File: config.mk
export PLATFORM = sky130hd
export DESIGN_NAME = altitude_complementary_filter_top
export DESIGN_NICKNAME = d
export VERILOG_FILES = /design/src/rtl/acf_pkg.sv /design/src/rtl/acf_serial_mult.sv /design/src/rtl/acf_core.sv /design/src/rtl/altitude_complementary_filter_top.sv
export SDC_FILE = /design/constraint.sdc
export NUM_CORES = 2
export LEC_CHECK = 0
export ABC_AREA = 1
export BUFFER_PORTS_ARGS = -buffer_cell sky130_fd_sc_hd__clkbuf_2
export CORE_UTILIZATION = 40
export CTS_BUF_LIST = sky130_fd_sc_hd__clkbuf_4
export CTS_CLUSTER_SIZE = 8
export DETAILED_ROUTE_END_ITERATION = 8
export PLACE_DENSITY_LB_ADDON = 0.08
export REMOVE_ABC_BUFFERS = 1
export SLEW_MARGIN = 20
export SYNTH_ARGS = -nofsm -noshare
export SYNTH_HDL_FRONTEND = slang
export SYNTH_SLANG_ARGS = --single-unit
File: constraint.sdc
create_clock -name clk -period 6.4 [get_ports clk]
set_clock_uncertainty 0.05 [all_clocks]
set_input_delay 0.64 -clock clk [delete_from_list [all_inputs] [get_ports clk]]
set_output_delay 0.64 -clock clk [all_outputs]
set_load 0.05 [all_outputs]
File: src/rtl/acf_pkg.sv
`default_nettype none

package acf_pkg;

  // Field widths
  localparam int unsigned VAL_W  = 32;  // Q16.16 values
  localparam int unsigned GAIN_W = 18;  // Q2.16 gains
  localparam int unsigned STEP_W = 16;  // Q0.16 timestep

  // Shared multiplier geometry: signed multiplicand, unsigned multiplier
  localparam int unsigned MCAND_W   = 36;
  localparam int unsigned MPLIER_W  = GAIN_W;
  localparam int unsigned PROD_W    = MCAND_W + MPLIER_W;
  localparam int unsigned MUL_STEPS = MPLIER_W;
  localparam int unsigned MUL_CNT_W = $clog2(MUL_STEPS);

  // Rounded product after dropping 16 fraction bits
  localparam int unsigned RND_W = PROD_W - 16;
  // Width used for saturating sums
  localparam int unsigned SUM_W = 40;

  // Configuration register indexes
  localparam logic [1:0] CFG_GAIN_POSITION = 2'd0;
  localparam logic [1:0] CFG_GAIN_VELOCITY = 2'd1;
  localparam logic [1:0] CFG_GAIN_ACCEL    = 2'd2;

  // Gain reset values
  localparam logic [GAIN_W-1:0] GAIN_POSITION_RST = 18'd56174;
  localparam logic [GAIN_W-1:0] GAIN_VELOCITY_RST = 18'd16050;
  localparam logic [GAIN_W-1:0] GAIN_ACCEL_RST    = 18'd1529;

  // Multiply sequence, one entry per product
  localparam logic [2:0] OP_ERR_ACCEL  = 3'd0;  // e * gain_accel
  localparam logic [2:0] OP_BIAS_STEP  = 3'd1;  // (..) * T -> accel_bias
  localparam logic [2:0] OP_ERR_VEL    = 3'd2;  // e * gain_velocity
  localparam logic [2:0] OP_VEL_STEP   = 3'd3;  // (..) * T -> velocity
  localparam logic [2:0] OP_ERR_POS    = 3'd4;  // e * gain_position
  localparam logic [2:0] OP_POS_STEP   = 3'd5;  // (..) * T -> position_correction
  localparam logic [2:0] OP_INC        = 3'd6;  // sat(accel + bias) * T
  localparam logic [2:0] OP_BASE       = 3'd7;  // (2v + inc) * T, half

  typedef struct packed {
    logic [GAIN_W-1:0] position;
    logic [GAIN_W-1:0] velocity;
    logic [GAIN_W-1:0] accel;
  } gains_t;

  typedef struct packed {
    logic signed [VAL_W-1:0] accel_z;
    logic signed [VAL_W-1:0] pos_error;
    logic [STEP_W-1:0]       step_time;
  } item_t;

  typedef struct packed {
    logic signed [VAL_W-1:0] base_altitude;
    logic signed [VAL_W-1:0] climb_rate;
    logic signed [VAL_W-1:0] altitude;
  } result_t;

  typedef enum logic [4:0] {
    ST_IDLE   = 5'b00001,
    ST_LOAD   = 5'b00010,
    ST_RUN    = 5'b00100,
    ST_APPLY  = 5'b01000,
    ST_FINISH = 5'b10000
  } state_t;

  // Clamp a wide signed sum to the 32-bit signed range
  function automatic logic signed [VAL_W-1:0] sat32(input logic signed [SUM_W-1:0] v);
    logic signed [SUM_W-1:0] hi_lim;
    logic signed [SUM_W-1:0] lo_lim;
    hi_lim = SUM_W'(64'sd2147483647);
    lo_lim = -SUM_W'(64'sd2147483648);
    if (v > hi_lim) begin
      sat32 = 32'sh7FFF_FFFF;
    end else if (v < lo_lim) begin
      sat32 = 32'sh8000_0000;
    end else begin
      sat32 = v[VAL_W-1:0];
    end
  endfunction

endpackage

`default_nettype wire

File: src/rtl/acf_serial_mult.sv
`default_nettype none

// Radix-2 shift-add multiplier: signed multiplicand times unsigned
// multiplier, one multiplier bit retired per cycle.
module acf_serial_mult (
  input  wire logic                                   clk,
  input  wire logic                                   rst,
  input  wire logic                                   start,
  input  wire logic signed [acf_pkg::MCAND_W-1:0]     mcand,
  input  wire logic [acf_pkg::MPLIER_W-1:0]           mplier,
  output logic                                        busy,
  output logic signed [acf_pkg::PROD_W-1:0]           product
);

  logic                                   running;
  logic [acf_pkg::MUL_CNT_W-1:0]          cnt;
  logic signed [acf_pkg::MCAND_W-1:0]     mcand_q;
  logic signed [acf_pkg::MCAND_W:0]       hi;
  logic [acf_pkg::MPLIER_W-1:0]           lo;
  logic signed [acf_pkg::MCAND_W:0]       partial;

  // Add the multiplicand into the upper half when the current bit is set
  always_comb begin
    partial = hi + (lo[0] ? {mcand_q[acf_pkg::MCAND_W-1], mcand_q}
                          : {(acf_pkg::MCAND_W+1){1'b0}});
  end

  // Step control
  always_ff @(posedge clk) begin
    if (rst) begin
      running <= 1'b0;
      cnt     <= '0;
    end else if (start) begin
      running <= 1'b1;
      cnt     <= '0;
    end else if (running) begin
      cnt <= cnt + 1'b1;
      if (cnt == acf_pkg::MUL_CNT_W'(acf_pkg::MUL_STEPS - 1)) begin
        running <= 1'b0;
      end
    end
  end

  // Product shift register
  always_ff @(posedge clk) begin
    if (start) begin
      mcand_q <= mcand;
      hi      <= '0;
      lo      <= mplier;
    end else if (running) begin
      hi <= {partial[acf_pkg::MCAND_W], partial[acf_pkg::MCAND_W:1]};
      lo <= {partial[0], lo[acf_pkg::MPLIER_W-1:1]};
    end
  end

  assign busy    = running;
  assign product = {hi[acf_pkg::MCAND_W-1:0], lo};

endmodule

`default_nettype wire

File: src/rtl/acf_core.sv
`default_nettype none

// Filter state and the sequencer that walks the eight products through
// the shared serial multiplier.
module acf_core (
  input  wire logic              clk,
  input  wire logic              rst,
  input  wire logic              start,
  input  wire acf_pkg::item_t    item,
  input  wire acf_pkg::gains_t   gains,
  output logic                   idle,
  output logic                   res_valid,
  input  wire logic              res_ready,
  output acf_pkg::result_t       result
);

  acf_pkg::state_t state;
  logic [2:0]      op;

  acf_pkg::item_t  item_q;

  logic signed [acf_pkg::VAL_W-1:0]   accel_bias;
  logic signed [acf_pkg::VAL_W-1:0]   velocity;
  logic signed [acf_pkg::VAL_W-1:0]   position_correction;
  logic signed [acf_pkg::VAL_W-1:0]   position_base;
  logic signed [acf_pkg::MCAND_W-1:0] scaled_err;
  logic signed [33:0]                 inc;

  logic                                mul_start;
  logic signed [acf_pkg::MCAND_W-1:0]  mcand;
  logic [acf_pkg::MPLIER_W-1:0]        mplier;
  logic                                mul_busy;
  logic signed [acf_pkg::PROD_W-1:0]   product;

  logic signed [acf_pkg::VAL_W-1:0]    accel_sum;
  logic signed [acf_pkg::MCAND_W-1:0]  twice_vel_inc;
  logic signed [acf_pkg::PROD_W-1:0]   rounded;
  logic signed [acf_pkg::RND_W-1:0]    rnd;
  logic signed [acf_pkg::SUM_W-1:0]    rnd_ext;
  logic [acf_pkg::MPLIER_W-1:0]        step_ext;

  acf_serial_mult u_mult (
    .clk     (clk),
    .rst     (rst),
    .start   (mul_start),
    .mcand   (mcand),
    .mplier  (mplier),
    .busy    (mul_busy),
    .product (product)
  );

  assign step_ext = {{(acf_pkg::MPLIER_W-acf_pkg::STEP_W){1'b0}}, item_q.step_time};

  // Corrected acceleration and the trapezoid sum
  always_comb begin
    accel_sum = acf_pkg::sat32(
        {{(acf_pkg::SUM_W-acf_pkg::VAL_W){item_q.accel_z[acf_pkg::VAL_W-1]}}, item_q.accel_z}
      + {{(acf_pkg::SUM_W-acf_pkg::VAL_W){accel_bias[acf_pkg::VAL_W-1]}}, accel_bias});
    twice_vel_inc = {{3{velocity[acf_pkg::VAL_W-1]}}, velocity, 1'b0}
                  + {{2{inc[33]}}, inc};
  end

  // Select operands for the current product
  always_comb begin
    mul_start = (state == acf_pkg::ST_LOAD);
    case (op)
      acf_pkg::OP_ERR_ACCEL: begin
        mcand  = {{4{item_q.pos_error[acf_pkg::VAL_W-1]}}, item_q.pos_error};
        mplier = gains.accel;
      end
      acf_pkg::OP_ERR_VEL: begin
        mcand  = {{4{item_q.pos_error[acf_pkg::VAL_W-1]}}, item_q.pos_error};
        mplier = gains.velocity;
      end
      acf_pkg::OP_ERR_POS: begin
        mcand  = {{4{item_q.pos_error[acf_pkg::VAL_W-1]}}, item_q.pos_error};
        mplier = gains.position;
      end
      acf_pkg::OP_BIAS_STEP, acf_pkg::OP_VEL_STEP, acf_pkg::OP_POS_STEP: begin
        mcand  = scaled_err;
        mplier = step_ext;
      end
      acf_pkg::OP_INC: begin
        mcand  = {{4{accel_sum[acf_pkg::VAL_W-1]}}, accel_sum};
        mplier = step_ext;
      end
      acf_pkg::OP_BASE: begin
        mcand  = twice_vel_inc;
        mplier = step_ext;
      end
      default: begin
        mcand  = '0;
        mplier = '0;
      end
    endcase
  end

  // Round the product half up; the base update also halves it
  always_comb begin
    if (op == acf_pkg::OP_BASE) begin
      rounded = product + acf_pkg::PROD_W'(64'sd65536);
      rnd     = {rounded[acf_pkg::PROD_W-1], rounded[acf_pkg::PROD_W-1:17]};
    end else begin
      rounded = product + acf_pkg::PROD_W'(64'sd32768);
      rnd     = rounded[acf_pkg::PROD_W-1:16];
    end
    rnd_ext = {{(acf_pkg::SUM_W-acf_pkg::RND_W){rnd[acf_pkg::RND_W-1]}}, rnd};
  end

  // Sequencer
  always_ff @(posedge clk) begin
    if (rst) begin
      state <= acf_pkg::ST_IDLE;
      op    <= acf_pkg::OP_ERR_ACCEL;
    end else begin
      case (state)
        acf_pkg::ST_IDLE: begin
          if (start) begin
            op    <= acf_pkg::OP_ERR_ACCEL;
            state <= acf_pkg::ST_LOAD;
          end
        end
        acf_pkg::ST_LOAD: begin
          state <= acf_pkg::ST_RUN;
        end
        acf_pkg::ST_RUN: begin
          if (!mul_busy) begin
            state <= acf_pkg::ST_APPLY;
          end
        end
        acf_pkg::ST_APPLY: begin
          if (op == acf_pkg::OP_BASE) begin
            state <= acf_pkg::ST_FINISH;
          end else begin
            op    <= op + 1'b1;
            state <= acf_pkg::ST_LOAD;
          end
        end
        acf_pkg::ST_FINISH: begin
          if (res_ready) begin
            state <= acf_pkg::ST_IDLE;
          end
        end
        default: begin
          state <= acf_pkg::ST_IDLE;
        end
      endcase
    end
  end

  // Latch the item at start
  always_ff @(posedge clk) begin
    if (state == acf_pkg::ST_IDLE && start) begin
      item_q <= item;
    end
  end

  // Apply each rounded product to the filter state
  always_ff @(posedge clk) begin
    if (rst) begin
      accel_bias          <= '0;
      velocity            <= '0;
      position_correction <= '0;
      position_base       <= '0;
    end else if (state == acf_pkg::ST_APPLY) begin
      case (op)
        acf_pkg::OP_ERR_ACCEL, acf_pkg::OP_ERR_VEL, acf_pkg::OP_ERR_POS: begin
          scaled_err <= rnd[acf_pkg::MCAND_W-1:0];
        end
        acf_pkg::OP_BIAS_STEP: begin
          accel_bias <= acf_pkg::sat32(rnd_ext +
            {{(acf_pkg::SUM_W-acf_pkg::VAL_W){accel_bias[acf_pkg::VAL_W-1]}}, accel_bias});
        end
        acf_pkg::OP_VEL_STEP: begin
          velocity <= acf_pkg::sat32(rnd_ext +
            {{(acf_pkg::SUM_W-acf_pkg::VAL_W){velocity[acf_pkg::VAL_W-1]}}, velocity});
        end
        acf_pkg::OP_POS_STEP: begin
          position_correction <= acf_pkg::sat32(rnd_ext +
            {{(acf_pkg::SUM_W-acf_pkg::VAL_W){position_correction[acf_pkg::VAL_W-1]}},
             position_correction});
        end
        acf_pkg::OP_INC: begin
          inc <= rnd[33:0];
        end
        acf_pkg::OP_BASE: begin
          position_base <= acf_pkg::sat32(rnd_ext +
            {{(acf_pkg::SUM_W-acf_pkg::VAL_W){position_base[acf_pkg::VAL_W-1]}},
             position_base});
          velocity <= acf_pkg::sat32(
            {{(acf_pkg::SUM_W-34){inc[33]}}, inc} +
            {{(acf_pkg::SUM_W-acf_pkg::VAL_W){velocity[acf_pkg::VAL_W-1]}}, velocity});
        end
        default: begin
          accel_bias <= accel_bias;
        end
      endcase
    end
  end

  // Result from the updated state
  always_comb begin
    idle      = (state == acf_pkg::ST_IDLE);
    res_valid = (state == acf_pkg::ST_FINISH);
    result.altitude = acf_pkg::sat32(
        {{(acf_pkg::SUM_W-acf_pkg::VAL_W){position_base[acf_pkg::VAL_W-1]}}, position_base}
      + {{(acf_pkg::SUM_W-acf_pkg::VAL_W){position_correction[acf_pkg::VAL_W-1]}},
         position_correction});
    result.climb_rate    = velocity;
    result.base_altitude = position_base;
  end

endmodule

`default_nettype wire

File: src/rtl/altitude_complementary_filter_top.sv
`default_nettype none

// Channel   Direction  Transaction                    Payload
// s_axis    in         s_axis_tvalid & s_axis_tready  accel_z, pos_error, step_time; hold
// m_axis    out        m_axis_tvalid & m_axis_tready  altitude, climb_rate, base_altitude
// cfg       in         cfg_we                         gain_position/velocity/accel
//
// One item at a time: eight products through one 18-step serial multiplier, and a
// result lands in the output register once that register is free; the next item is
// accepted as soon as the core idles. A held item is accepted and dropped. Reset is
// synchronous and clears the filter state and restores the default gains. The output
// register holds a result under back-pressure while the core takes the next item.
module altitude_complementary_filter_top (
  input  wire logic        clk,
  input  wire logic        rst,
  input  wire logic        s_axis_tvalid,
  output logic             s_axis_tready,
  input  wire logic [79:0] s_axis_tdata,  // accel_z[31:0], pos_error[63:32], step_time[79:64]
  input  wire logic [0:0]  s_axis_tuser,  // hold[0]
  output logic             m_axis_tvalid,
  input  wire logic        m_axis_tready,
  output logic [95:0]      m_axis_tdata,  // altitude[31:0], climb_rate[63:32], base_altitude[95:64]
  input  wire logic        cfg_we,
  input  wire logic [1:0]  cfg_index,
  input  wire logic [17:0] cfg_data
);

  acf_pkg::gains_t  gains;
  acf_pkg::item_t   item;
  acf_pkg::result_t result;
  logic             core_idle;
  logic             core_start;
  logic             res_valid;
  logic             res_ready;

  // Gain registers
  always_ff @(posedge clk) begin
    if (rst) begin
      gains.position <= acf_pkg::GAIN_POSITION_RST;
      gains.velocity <= acf_pkg::GAIN_VELOCITY_RST;
      gains.accel    <= acf_pkg::GAIN_ACCEL_RST;
    end else if (cfg_we) begin
      case (cfg_index)
        acf_pkg::CFG_GAIN_POSITION: gains.position <= cfg_data;
        acf_pkg::CFG_GAIN_VELOCITY: gains.velocity <= cfg_data;
        acf_pkg::CFG_GAIN_ACCEL:    gains.accel    <= cfg_data;
        default:                    gains          <= gains;
      endcase
    end
  end

  // Unpack the input transaction; drop held items
  always_comb begin
    item.accel_z   = s_axis_tdata[31:0];
    item.pos_error = s_axis_tdata[63:32];
    item.step_time = s_axis_tdata[79:64];
    s_axis_tready  = core_idle;
    core_start     = s_axis_tvalid && core_idle && !s_axis_tuser[0];
  end

  acf_core u_core (
    .clk       (clk),
    .rst       (rst),
    .start     (core_start),
    .item      (item),
    .gains     (gains),
    .idle      (core_idle),
    .res_valid (res_valid),
    .res_ready (res_ready),
    .result    (result)
  );

  assign res_ready = !m_axis_tvalid || m_axis_tready;

  // Output register
  always_ff @(posedge clk) begin
    if (rst) begin
      m_axis_tvalid <= 1'b0;
    end else if (res_valid && res_ready) begin
      m_axis_tvalid <= 1'b1;
    end else if (m_axis_tready) begin
      m_axis_tvalid <= 1'b0;
    end
  end

  always_ff @(posedge clk) begin
    if (res_valid && res_ready) begin
      m_axis_tdata <= {result.base_altitude, result.climb_rate, result.altitude};
    end
  end

endmodule

`default_nettype wire

==> results by group <==
Detailed routing
  – Post-route ant nets: 0
  – Drc violations: 0
  – WL per Instance: ~22 µm
  – Via count: 42380
  – Drt total wl: between 150000 and 200000 µm
  – DR iter-0 viols: 3980
  – First-pass iteration count of the detailed router: 6
  – Via density: 5.486

Die
  – Placement Rows: around 120
  – Die width: 325.5 µm
  – Core Region: approximately 0.10 mm²
  – Die area: 0.1059 mm²
  – Initial core utilization: 40.39%
  – Die Y: between 300 and 400 µm
  – Top-level I/O count: 204

Pwr
  – Power per cell area: 260.6 mW/mm²
  – Combinational share of power: 37.5%
  – Clk network pwr share: 29.0%
  – Sw Share: 41.92%
  – Reg power frac: 33.5%
  – Internal power: 7231 µW
  – Sw Pwr: 5220 µW
  – Leakage power total: approximately 0.022 µW
  – Worst VDD drop: 0.1492 mV
  – Tot Pwr: 12450 µW

Yosys
  – Syn_area_per_cell: between 7 and 8 µm²
  – Mapped cell area: 0.04186 mm²
  – Post-synth top cells: 1497 x nand2_1, 646 x nor2_1, 555 x a21oi_1
  – Most frequent cell after synthesis: nand2_1
  – Register area share after synthesis: between 30% and 40%
  – Ys Warns: 0
  – Post-synthesis register bit count: 533
  – EDFF count, synth: 300
  – Synth area leader: edfxtp_1
  – Top cells by area, synth: edfxtp_1 22%, nand2_1 13%, dfxtp_1 11%
  – Mapped Cells: between 5000 and 6000
  – Library cells used by synthesis: 71
  – Synth Flop Type: edfxtp_1
  – Ys async rst share: 0%
  – Top-area cell type share of the netlist area: 21.52%

Clock network
  – Clk Latency, worst-skew pair: 1.14 ns
  – CTS tree: yes
  – Post-CTS setup buffers: 0
  – Reg clk slew, reported paths: around 0.060 ns
  – Clk sinks: 533
  – Total CTS buffers: 158
  – Clock tree buffer depth: 3
  – Root buf cell: clkbuf_4
  – Max H-tree Level: 4

Global routing
  – Total Routing Usage GR: slightly above 30%
  – Initial antenna violation count: 17
  – Busiest layer in global routing: met2
  – Grt met2 use: between 40% and 50%
  – M3 GR Usage: 4.427%
  – Global-route wire length before repair: 251400 µm
  – Vias in the first global route: 40710
  – Largest net degree at the start of global routing: 83
  – Overflow after GRT: 0
  – GRT met1 Usage: 44.94%

Timing
  – Headroom to the max-slew limit: 17.24%
  – Slew Viols, Final: 0
  – Slew @ Worst Pin: around 1.2 ns
  – Crit share post-route: 93.37%
  – Setup-failing EPs final: 0
  – Final hold violations: 0
  – RSZ-0062 raised after global routing: no
  – Fmax: 0.1673 GHz
  – Hold Slack: ~0.14 ns
  – Setup_tns: 0 ns
  – Tmin final: between 5 and 6 ns

Layout
  – Post-layout nets: roughly 6600
  – Share of cells above drive strength 1: 12.97%
  – Synthesis-to-finish area growth: 14.12%
  – Fin cells: 7725

Worst setup path
  – Critical Path Start Type: register
  – Crit path top cell by count: nand2_1
  – Worst path slowest cell: o21ai_1
  – Max stage delay on crit path: 0.98 ns
  – Critical path capture point type: register
  – Critical path data required time: 7.28 ns
  – Max FO, Critical Path: 31
  – Worst-case reg-to-reg path depth: 25
  – Crit path DAT: 6.85 ns
  – WS Path Type: reg -> reg

Hold path
  – Min-Delay Path Class: in -> reg
  – Hold depth: 3

Placement
  – Placed cells: roughly 7300
  – Port Buffer Count: 203
  – Placer congestion estimate: 1.004
  – Post-DP HPWL: between 100000 and 150000 µm

Outcome
  – Outcome: finished clean

Job
  – Max Cap Viol: 0
## per-layer routing
metal / share of wire (%) / vias up
li1: - / 20650
met1: 47 / 19960
met2: 43 / 1526
met3: 7.0 / 242
met4: 3.1 / 2
met5: 0.024 / -
## layout by cell type, fill, tap and decap left out, drive strengths merged, types with 4 or more instances in the layout
cell	Yosys	final
ha	329	329
nor3	95	95
o21ai	444	444
nand3	240	240
nand4	70	70
nand2	1578	1578
a21oi	637	637
o311ai	4	4
clkinv	13	45
dfxtp	233	233
o31ai	8	8
xnor2	88	88
clkbuf	80	456
o21a	26	26
dlygate4sd3	0	116
and2	6	6
inv	480	486
a31oi	50	50
diode	0	6
nor2	674	674
nand3b	15	15
a21o	41	41
a221oi	18	18
or2	17	17
fa	9	9
xor2	140	140
o21bai	33	33
and3	7	7
buf	55	61
a211oi	4	4
nor4	33	33
a21boi	15	15
o22ai	19	19
o221ai	5	5
o211ai	16	16
edfxtp	300	300
## cell type report
| cell class | instances | area [µm²] |
|---|---|---|
| Multi-Input combinational cell | 4637 | 25600 |
| Inverter | 493 | 1853 |
| Clock buffer | 253 | 1899 |
| Timing Repair Buffer | 380 | 2705 |
| Clock inverter | 43 | 301.5 |
| Antenna cell | 6 | 15.01 |
| Tap cell | 1380 | 1727 |
| Fill cell | 10980 | 55870 |
| Sequential cell | 533 | 13670 |
## through the flow
step	worst slack [ns]	utilization (%)	area (µm²)
3_5_place_dp	0.5586	42.80	44360
2_1_floorplan	0.3258	-	41060
6_report	0.4243	46.09	47770
5_1_grt	0.04074	46.09	47770
4_1_cts	0.4974	46.05	47730
3_3_place_gp	0.5654	42.80	44360
## critical path, delay by kind of cell (launching register included)
kind,cells,cell delay (ns)
AO/OA/AOI/OAI,5,1.66
adder cells (fa/ha/maj),1,0.30
buffers and inverters,4,1.02
flip-flops,1,0.43
AND/OR/NAND/NOR,15,2.30
## worst paths after layout
path | slack (ns) | startpoint | end
setup reg to reg | 0.42 | u_core.u_mult.hi[0]$_SDFFE_PP0P_ | u_core.velocity[12]$_SDFFE_PP0P_
hold / removal | 0.14 | rst | u_core.state[4]$_SDFFE_PP0P_
setup / recovery | 0.42 | u_core.u_mult.hi[0]$_SDFFE_PP0P_ | u_core.velocity[12]$_SDFFE_PP0P_
hold reg to reg | 0.40 | gains[26]$_SDFFE_PP0P_ | gains[26]$_SDFFE_PP0P_
## repair_timing
action                                  4_1_cts  5_1_grt
hold buffers                                116        0
endpoints found under the setup margin        0       66
resized for setup                             0        1
endpoints found under the hold margin       154        0
## cell families after synthesis
logic type	count (synthesis)	synth area share, %
adder cells (fa/ha/maj)	338	10.26
flip-flops	533	32.66
buffers and inverters	628	6.331
XOR/XNOR	228	4.851
AND/OR/NAND/NOR	2738	27.60
AO/OA/AOI/OAI	1333	18.29
## power groups by stage
| stage | clock [µW] | sequential [µW] | combinational [µW] |
|---|---|---|---|
| 6_report | 3620 | 4170 | 4670 |
| 5_1_grt | 3890 | 4180 | 5030 |
| 4_1_cts | 3720 | 4160 | 4560 |
| 3_5_place_dp | 0 | 4230 | 4480 |
| 3_3_place_gp | 0 | 4230 | 4500 |
| 2_1_floorplan | 0 | 4150 | 2810 |
## flip-flops by register name, indices dropped and copies added (netlist names), 32 cells and up
| name | cells |
|---|---|
| u_core.position_correction | 32 |
| u_core.velocity | 32 |
| gains | 54 |
| u_core.accel_bias | 32 |
| u_core.inc | 34 |
| u_core.u_mult.mcand_q | 36 |
| u_core.u_mult.hi | 36 |
| m_axis_tdata | 96 |
| u_core.scaled_err | 36 |
| u_core.item_q | 80 |
| u_core.position_base | 32 |
(Power assumes the default switching activity.)
